===== src/hdl/led_bitcell_symbol_encoder_macros.svh =====
// assertion macros for the led bit-cell symbol encoder
`ifndef LED_BITCELL_SYMBOL_ENCODER_MACROS_SVH
`define LED_BITCELL_SYMBOL_ENCODER_MACROS_SVH

`ifndef SYNTHESIS

`define LBSE_ASSERT_SAME(lbl, ante, cons) \
    lbl: assert property (@(posedge clk) disable iff (!rst_n) (ante) |-> (cons)) \
        else $error("lbse assertion failed");

`define LBSE_ASSERT_NEXT(lbl, ante, cons) \
    lbl: assert property (@(posedge clk) disable iff (!rst_n) (ante) |=> (cons)) \
        else $error("lbse assertion failed");

`else

`define LBSE_ASSERT_SAME(lbl, ante, cons)

`define LBSE_ASSERT_NEXT(lbl, ante, cons)

`endif

`endif


===== src/hdl/lbse_pkg.sv =====
// shared types and constants for the led bit-cell symbol encoder
`timescale 1ns / 1ps

package lbse_pkg;

    localparam int TICK_W  = 15;
    localparam int BYTE_W  = 8;
    localparam int INDEX_W = 3;

    localparam logic [INDEX_W-1:0] REG_BRIGHTNESS  = 3'd0;
    localparam logic [INDEX_W-1:0] REG_ZERO_HIGH   = 3'd1;
    localparam logic [INDEX_W-1:0] REG_ZERO_LOW    = 3'd2;
    localparam logic [INDEX_W-1:0] REG_ONE_HIGH    = 3'd3;
    localparam logic [INDEX_W-1:0] REG_ONE_LOW     = 3'd4;
    localparam logic [INDEX_W-1:0] REG_RESET_HALF  = 3'd5;

    localparam logic [BYTE_W-1:0] BRIGHTNESS_RST  = 8'd255;
    localparam logic [TICK_W-1:0] ZERO_HIGH_RST   = 15'd7;
    localparam logic [TICK_W-1:0] ZERO_LOW_RST    = 15'd18;
    localparam logic [TICK_W-1:0] ONE_HIGH_RST    = 15'd14;
    localparam logic [TICK_W-1:0] ONE_LOW_RST     = 15'd11;
    localparam logic [TICK_W-1:0] RESET_HALF_RST  = 15'd2500;

    localparam logic [15:0] ROUND_BIAS = 16'd127;

    // symbol counter value of the reset symbol
    localparam logic [3:0] SYM_RESET = 4'd8;
    localparam logic [3:0] SYM_LAST_BIT = 4'd7;

    typedef struct packed {
        logic [TICK_W-1:0] zero_high;
        logic [TICK_W-1:0] zero_low;
        logic [TICK_W-1:0] one_high;
        logic [TICK_W-1:0] one_low;
        logic [TICK_W-1:0] reset_half;
    } lbse_timing_t;

    typedef struct packed {
        logic [BYTE_W-1:0] scaled;
        logic              frame_end;
    } lbse_item_t;

    typedef struct packed {
        logic [TICK_W-1:0] first_ticks;
        logic              first_level;
        logic [TICK_W-1:0] second_ticks;
        logic              last_of_run;
    } lbse_symbol_t;

endpackage


===== src/hdl/led_bitcell_symbol_encoder.sv =====
// top level of the led bit-cell symbol encoder
//
//   channel   handshake      payload
//   input     push / full    color_byte, frame_end
//   result    empty / pop    first_ticks, first_level, second_ticks,
//                            second_level, last_of_run
//   config    cfg_we         cfg_index, cfg_data
//
// one symbol per cycle from the back end's output register while pop keeps taking
// them: 8 bit symbols per item, plus a reset symbol with frame_end; the symbol sequencer sets the rate
// after acceptance an item passes the front product register, the queue write, the
// sequencer load and the output register before its first symbol reaches the result ports
// reset clears all control state and loads the register defaults
// a stalled pop holds the back end; the queue lets the front keep taking items
`timescale 1ns / 1ps

`include "led_bitcell_symbol_encoder_macros.svh"

module led_bitcell_symbol_encoder import lbse_pkg::*; (
    input  logic               clk,
    input  logic               rst_n,
    input  logic               cfg_we,
    input  logic [INDEX_W-1:0] cfg_index,
    input  logic [TICK_W-1:0]  cfg_data,
    input  logic               push,
    output logic               full,
    input  logic [BYTE_W-1:0]  color_byte,
    input  logic               frame_end,
    output logic               empty,
    input  logic               pop,
    output logic [TICK_W-1:0]  first_ticks,
    output logic               first_level,
    output logic [TICK_W-1:0]  second_ticks,
    output logic               second_level,
    output logic               last_of_run
);

    logic [BYTE_W-1:0] brightness_reg;
    logic [BYTE_W-1:0] brightness_next;
    lbse_timing_t      timing_reg;
    lbse_timing_t      timing_next;
    logic              q_push;
    logic              q_full;
    logic              q_pop;
    logic              q_valid;
    lbse_item_t        front_item;
    lbse_item_t        back_item;
    lbse_symbol_t      sym;

    always_comb
    begin
        brightness_next = brightness_reg;
        timing_next     = timing_reg;
        if (cfg_we)
        begin
            case (cfg_index)
                REG_BRIGHTNESS: brightness_next       = cfg_data[BYTE_W-1:0];
                REG_ZERO_HIGH:  timing_next.zero_high  = cfg_data;
                REG_ZERO_LOW:   timing_next.zero_low   = cfg_data;
                REG_ONE_HIGH:   timing_next.one_high   = cfg_data;
                REG_ONE_LOW:    timing_next.one_low    = cfg_data;
                REG_RESET_HALF: timing_next.reset_half = cfg_data;
                default:        ;
            endcase
        end
    end

    always_ff @(posedge clk or negedge rst_n)
    begin
        if (!rst_n)
        begin
            brightness_reg        <= BRIGHTNESS_RST;
            timing_reg.zero_high  <= ZERO_HIGH_RST;
            timing_reg.zero_low   <= ZERO_LOW_RST;
            timing_reg.one_high   <= ONE_HIGH_RST;
            timing_reg.one_low    <= ONE_LOW_RST;
            timing_reg.reset_half <= RESET_HALF_RST;
        end
        else
        begin
            brightness_reg <= brightness_next;
            timing_reg     <= timing_next;
        end
    end

    lbse_front u_front (
        .clk        (clk),
        .rst_n      (rst_n),
        .brightness (brightness_reg),
        .push       (push),
        .full       (full),
        .color_byte (color_byte),
        .frame_end  (frame_end),
        .q_push     (q_push),
        .q_item     (front_item),
        .q_full     (q_full)
    );

    lbse_queue u_queue (
        .clk     (clk),
        .rst_n   (rst_n),
        .wr      (q_push),
        .wr_item (front_item),
        .q_full  (q_full),
        .rd      (q_pop),
        .rd_item (back_item),
        .q_valid (q_valid)
    );

    lbse_back u_back (
        .clk     (clk),
        .rst_n   (rst_n),
        .timing  (timing_reg),
        .q_valid (q_valid),
        .q_item  (back_item),
        .q_pop   (q_pop),
        .pop     (pop),
        .empty   (empty),
        .sym     (sym)
    );

    assign first_ticks  = sym.first_ticks;
    assign first_level  = sym.first_level;
    assign second_ticks = sym.second_ticks;
    assign second_level = 1'b0;
    assign last_of_run  = sym.last_of_run;

    `LBSE_ASSERT_SAME(a_reset_sym_last, !empty && !first_level, last_of_run)
    `LBSE_ASSERT_NEXT(a_no_double_reset, !empty && pop && !first_level, empty || first_level)
    `LBSE_ASSERT_SAME(a_pop_needs_item, q_pop, q_valid)
    `LBSE_ASSERT_SAME(a_push_has_room, q_push, !q_full)

endmodule


===== src/hdl/lbse_front.sv =====
// front end: scales the color byte by brightness with rounding
`timescale 1ns / 1ps

module lbse_front import lbse_pkg::*; (
    input  logic              clk,
    input  logic              rst_n,
    input  logic [BYTE_W-1:0] brightness,
    input  logic              push,
    output logic              full,
    input  logic [BYTE_W-1:0] color_byte,
    input  logic              frame_end,
    output logic              q_push,
    output lbse_item_t        q_item,
    input  logic              q_full
);

    logic [15:0] prod_reg;
    logic [15:0] prod_next;
    logic        end_reg;
    logic        end_next;
    logic        valid_reg;
    logic        valid_next;
    logic        advance;
    logic [15:0] biased;
    logic [15:0] rounded;

    assign advance = !valid_reg || !q_full;
    assign full    = !advance;
    assign q_push  = valid_reg && !q_full;

    // divide by 255: (x + 1 + (x >> 8)) >> 8, exact below 65535
    assign biased  = prod_reg + ROUND_BIAS;
    assign rounded = biased + 16'd1 + {8'd0, biased[15:8]};

    assign q_item.scaled    = rounded[15:8];
    assign q_item.frame_end = end_reg;

    always_comb
    begin
        prod_next  = prod_reg;
        end_next   = end_reg;
        valid_next = valid_reg;
        if (advance)
        begin
            valid_next = push;
            prod_next  = {8'd0, color_byte} * {8'd0, brightness};
            end_next   = frame_end;
        end
    end

    always_ff @(posedge clk or negedge rst_n)
    begin
        if (!rst_n)
        begin
            valid_reg <= 1'b0;
        end
        else
        begin
            valid_reg <= valid_next;
        end
    end

    always_ff @(posedge clk)
    begin
        prod_reg <= prod_next;
        end_reg  <= end_next;
    end

endmodule


===== src/hdl/lbse_queue.sv =====
// two-entry queue between front and back
`timescale 1ns / 1ps

module lbse_queue import lbse_pkg::*; (
    input  logic       clk,
    input  logic       rst_n,
    input  logic       wr,
    input  lbse_item_t wr_item,
    output logic       q_full,
    input  logic       rd,
    output lbse_item_t rd_item,
    output logic       q_valid
);

    lbse_item_t  slot_reg [2];
    logic        wr_ptr_reg;
    logic        wr_ptr_next;
    logic        rd_ptr_reg;
    logic        rd_ptr_next;
    logic [1:0]  count_reg;
    logic [1:0]  count_next;
    logic        do_wr;
    logic        do_rd;

    assign q_full  = (count_reg == 2'd2);
    assign q_valid = (count_reg != 2'd0);
    assign rd_item = slot_reg[rd_ptr_reg];
    assign do_wr   = wr && !q_full;
    assign do_rd   = rd && q_valid;

    always_comb
    begin
        wr_ptr_next = do_wr ? !wr_ptr_reg : wr_ptr_reg;
        rd_ptr_next = do_rd ? !rd_ptr_reg : rd_ptr_reg;
        count_next  = count_reg + {1'b0, do_wr} - {1'b0, do_rd};
    end

    always_ff @(posedge clk or negedge rst_n)
    begin
        if (!rst_n)
        begin
            wr_ptr_reg <= 1'b0;
            rd_ptr_reg <= 1'b0;
            count_reg  <= 2'd0;
        end
        else
        begin
            wr_ptr_reg <= wr_ptr_next;
            rd_ptr_reg <= rd_ptr_next;
            count_reg  <= count_next;
        end
    end

    always_ff @(posedge clk)
    begin
        if (do_wr)
        begin
            slot_reg[wr_ptr_reg] <= wr_item;
        end
    end

endmodule


===== src/hdl/lbse_back.sv =====
// back end: steps through the symbols of one item into the output register
`timescale 1ns / 1ps

module lbse_back import lbse_pkg::*; (
    input  logic         clk,
    input  logic         rst_n,
    input  lbse_timing_t timing,
    input  logic         q_valid,
    input  lbse_item_t   q_item,
    output logic         q_pop,
    input  logic         pop,
    output logic         empty,
    output lbse_symbol_t sym
);

    lbse_item_t   cur_reg;
    lbse_item_t   cur_next;
    logic [3:0]   cnt_reg;
    logic [3:0]   cnt_next;
    logic         busy_reg;
    logic         busy_next;
    logic         out_valid_reg;
    logic         out_valid_next;
    lbse_symbol_t sym_reg;
    lbse_symbol_t sym_next;
    lbse_symbol_t gen_sym;
    logic         load_ok;
    logic         gen;
    logic         final_sym;
    logic         bit_val;

    assign load_ok   = !out_valid_reg || pop;
    assign gen       = busy_reg && load_ok;
    assign final_sym = gen && ((cnt_reg == SYM_LAST_BIT && !cur_reg.frame_end)
                               || cnt_reg == SYM_RESET);
    assign q_pop     = q_valid && (!busy_reg || final_sym);
    assign bit_val   = cur_reg.scaled[~cnt_reg[2:0]];

    always_comb
    begin
        if (cnt_reg == SYM_RESET)
        begin
            gen_sym.first_ticks  = timing.reset_half;
            gen_sym.first_level  = 1'b0;
            gen_sym.second_ticks = timing.reset_half;
            gen_sym.last_of_run  = 1'b1;
        end
        else
        begin
            gen_sym.first_ticks  = bit_val ? timing.one_high : timing.zero_high;
            gen_sym.first_level  = 1'b1;
            gen_sym.second_ticks = bit_val ? timing.one_low : timing.zero_low;
            gen_sym.last_of_run  = (cnt_reg == SYM_LAST_BIT) && !cur_reg.frame_end;
        end
    end

    always_comb
    begin
        cur_next       = cur_reg;
        cnt_next       = cnt_reg;
        busy_next      = busy_reg;
        sym_next       = sym_reg;
        out_valid_next = out_valid_reg && !pop;
        if (gen)
        begin
            sym_next       = gen_sym;
            out_valid_next = 1'b1;
            cnt_next       = cnt_reg + 4'd1;
            if (final_sym)
            begin
                busy_next = 1'b0;
            end
        end
        if (q_pop)
        begin
            cur_next  = q_item;
            cnt_next  = 4'd0;
            busy_next = 1'b1;
        end
    end

    always_ff @(posedge clk or negedge rst_n)
    begin
        if (!rst_n)
        begin
            busy_reg      <= 1'b0;
            out_valid_reg <= 1'b0;
            cnt_reg       <= 4'd0;
        end
        else
        begin
            busy_reg      <= busy_next;
            out_valid_reg <= out_valid_next;
            cnt_reg       <= cnt_next;
        end
    end

    always_ff @(posedge clk)
    begin
        cur_reg <= cur_next;
        sym_reg <= sym_next;
    end

    assign empty = !out_valid_reg;
    assign sym   = sym_reg;

endmodule

===== config.mk =====
export PLATFORM = sky130hd
export DESIGN_NAME = led_bitcell_symbol_encoder
export DESIGN_NICKNAME = d
export VERILOG_FILES = /design/src/hdl/lbse_pkg.sv /design/src/hdl/led_bitcell_symbol_encoder.sv /design/src/hdl/lbse_front.sv /design/src/hdl/lbse_queue.sv /design/src/hdl/lbse_back.sv
export VERILOG_INCLUDE_DIRS = /design/src /design/src/hdl
export SDC_FILE = /design/constraint.sdc
export NUM_CORES = 1
export LEC_CHECK = 0
export BUFFER_PORTS_ARGS = -buffer_cell sky130_fd_sc_hd__buf_4
export CAP_MARGIN = 20
export CORE_ASPECT_RATIO = 0.5
export CORE_MARGIN = 8
export CORE_UTILIZATION = 40
export CTS_BUF_LIST = sky130_fd_sc_hd__clkbuf_16
export CTS_CLUSTER_DIAMETER = 50
export DETAILED_ROUTE_END_ITERATION = 10
export MAX_ROUTING_LAYER = met4
export SYNTH_ARGS = -nofsm -noshare
export SYNTH_HDL_FRONTEND = slang
export SYNTH_SLANG_ARGS = --single-unit
export TNS_END_PERCENT = 1

===== constraint.sdc =====
create_clock -name clk -period 6.99 [get_ports clk]
set_input_delay 0.699 -clock clk [delete_from_list [all_inputs] [get_ports clk]]
set_output_delay 0.699 -clock clk [all_outputs]
set_load 0.02 [all_outputs]

==> reports/metrics.csv <==
metric,value,unit
largest_reg_flops,75,
drv_slew,0,
portBuffers,65,
synth_warnings,0,
crit_family,adder cells,
clock_latency,0.42,ns
path_max_fanout,9,
cts-root-buf,clkbuf_16,
crit_chain,nand2_1 -> fa_1 -> fa_1 -> inv_1 -> fa_1 -> inv_1 -> fa_1 -> inv_1 -> ha_1 -> o21a_1 -> o31a_1 -> o31a_1 -> o21bai_1 -> nand2_1 -> o311ai_0,
synth.distinct_cells,62,
wire_per_inst,16.0,um
dr.pass1.iters,5,
power.leakage,4.73,nW
dp_cells,1154,
htreeDepth,4,
cts.sinks,170,
cap_violations,0,
synthArstFlopShare,0.553,
hold-worst-slack,0.211,ns
rsz0062_at_grt,no,
cts_setup_buffers,0,
total_power,5.07,mW
yosys-top-cells-area,"edfxtp_1 (24%), dfrtp_1 (18%), mux2_2 (11%), fa_1 (7.6%), dfstp_2 (6.6%)",
dieArea,0.0293,mm^2
yosysTopAreaCell,edfxtp_1,
worstPathRequired,7.20,ns
nets,974,
final.setup.tns,0,ns
grt_use_total,0.139,
hp-class,primary input to async pin,
tritoncts,yes,
std_cell_rows,40,
synth_ff_type,edfxtp_1,
fmax,0.213,GHz
setup_slack,2.30,ns
synthCells,793,
core_area,0.0237,mm^2
synthesis.area,0.00954,mm^2
place_congestion,0.836,
fin_area,0.0110,mm^2
end_kind,register,
drtAntennaViolNets,0,
max-slew-margin-rel,0.362,
grt_pass1_wl,32.6,mm
ys_seq_elements,170,
antenna_cells,0,
fp.dieH,125,um
cp-start-kind,register,
multi_input_comb_area,0.00457,mm^2
initial_core_util,0.402,
powerDensity,461,mW/mm^2
peakVddDrop,180,uV
wl,19.0,mm
worstMarginPinSlew,0.953,ns
die_x,234,um
gr-total-overflow,0,
post-dp-hpwl,13.5,mm
crit_path_max_incr_delay,0.66,ns
pre_cts_ws,2.10,ns
syn_avg_cell_area,12.0,um^2
nFillCells,2141,
synth_nets,909,
cp_num_buf_inv,3,
grt_max_degree,61,
crit_path_frequent_cell,fa_1,
vias,6046,
area_growth,15.2,%
seq_area,0.00466,mm^2
place_area,0.0104,mm^2
avgViaCountPerCell,5.10,
yosysSeqAreaShare,0.489,
outcome,"finished, final reports clean",
synth-edff-count,76,
cts_buffer_depth,2,
io_pins,67,
finalSetupViolations,0,
utilization,0.463,
final_cells,1186,
drc,0,
final.min_clock_period,4.69,ns
cts_resized,0,
synth_top_area_share,0.239,
drive_gt1_frac,0.279,
clk_pin_slew_worst_paths,0.08,ns
crit_arrival,4.90,ns
crit_path_top_delay_cell,dfstp_2,
numCtsBuffers,17,
drt_iter0_markers,345,
worstSetupPathType,register to register,
first_global_vias,6422,
period_share,0.671,
cts_hold_buf,0,
antenna_found_initial,0,
fin_skew,0.0132,ns
final_hold_viol_count,0,
-- cell usage after synthesis (all sizes together), types with 3 or more instances --
| cell | n |
|---|---|
| nand2 | 94 |
| mux2 | 93 |
| edfxtp | 76 |
| dfrtp | 70 |
| inv | 62 |
| and2 | 53 |
| ha | 48 |
| nor2 | 41 |
| fa | 36 |
| a31oi | 32 |
| dfstp | 24 |
| clkbuf | 22 |
| xnor2 | 18 |
| xor2 | 14 |
| o21ai | 11 |
| a21oi | 7 |
| nor3 | 7 |
| buf | 5 |
| nand2b | 5 |
| nor4 | 5 |
| o21a | 5 |
| a211oi | 4 |
| and3 | 4 |
| nand3 | 4 |
| o311ai | 4 |
| nand4 | 3 |
| nor2b | 3 |
| nor4b | 3 |
| o31a | 3 |
-- report_power, final --
part	internal [mW]	leakage [nW]	switching, mW	total (mW)
clock network	0.476	0.284	0.423	0.899
registers	1.57	1.83	0.230	1.80
logic	1.05	2.62	1.32	2.37
-- cell type report --
class | instances | share of cell area
Inverter | 62 | 0.0212
Sequential cell | 170 | 0.424
Timing Repair Buffer | 73 | 0.0505
Clock buffer | 17 | 0.0387
Clock inverter | 15 | 0.0137
Tap cell | 315 | 0.0358
Multi-Input combinational cell | 534 | 0.416
-- path summary, 6_finish.rpt --
path                                                         end  cells past startpoint                          start  slack, ns
worst max-delay path              u_front.prod_reg[13]$_DFFE_PN_                     15  brightness_reg[6]$_DFFE_PN1P_       2.30
worst min-delay path                  timing_reg[36]$_DFFE_PN0P_                      1                          rst_n       0.21
worst max register to register    u_front.prod_reg[13]$_DFFE_PN_                     15  brightness_reg[6]$_DFFE_PN1P_       2.30
worst min register to register  u_queue.slot_reg[1][0]$_DFFE_PP_                      0      u_front.end_reg$_DFFE_PN_       0.48
max in group asynchronous         u_queue.wr_ptr_reg$_DFFE_PN0P_                      2                          rst_n       5.63
min in group clk                       u_front.end_reg$_DFFE_PN_                      1                      frame_end       0.46
-- layout by cell type, fill, tap and decap left out, types with 4 or more instances in the layout --
master / count
inv_1: 62
and2_1: 52
xor2_1: 14
a211oi_1: 4
nand2b_1: 5
nor2_1: 41
o21a_1: 5
mux2_2: 93
a21oi_1: 7
fa_1: 36
nand2_1: 94
dfstp_2: 24
dfrtp_1: 70
o21ai_0: 10
edfxtp_1: 76
nand3_1: 4
a31oi_1: 32
ha_1: 48
clkbuf_16: 17
buf_4: 72
inv_6: 4
and3_1: 4
inv_8: 5
xnor2_1: 18
nor3_1: 5
-- per-layer routing --
metal / track usage / wire [um] / vias to the layer above
li1: - / - / 2897
met1: 0.182 / 8800 / 3050
met2: 0.224 / 9260 / 88
met3: 0.0248 / 750 / 11
met4: 0.0362 / 148 / 0
met5: - / 0 / -
-- logic make-up after synthesis --
kind of cell             Yosys count  synth area share
AO/OA/AOI/OAI                     85            0.0633
XOR/XNOR                          32            0.0294
adder cells (fa/ha/maj)           84             0.138
buffers and inverters             89            0.0367
flip-flops                       170             0.489
multiplexers                      97             0.117
other                              1          0.000393
AND/OR/NAND/NOR                  235             0.126
Note: power is estimated with default switching activity, not from simulation.
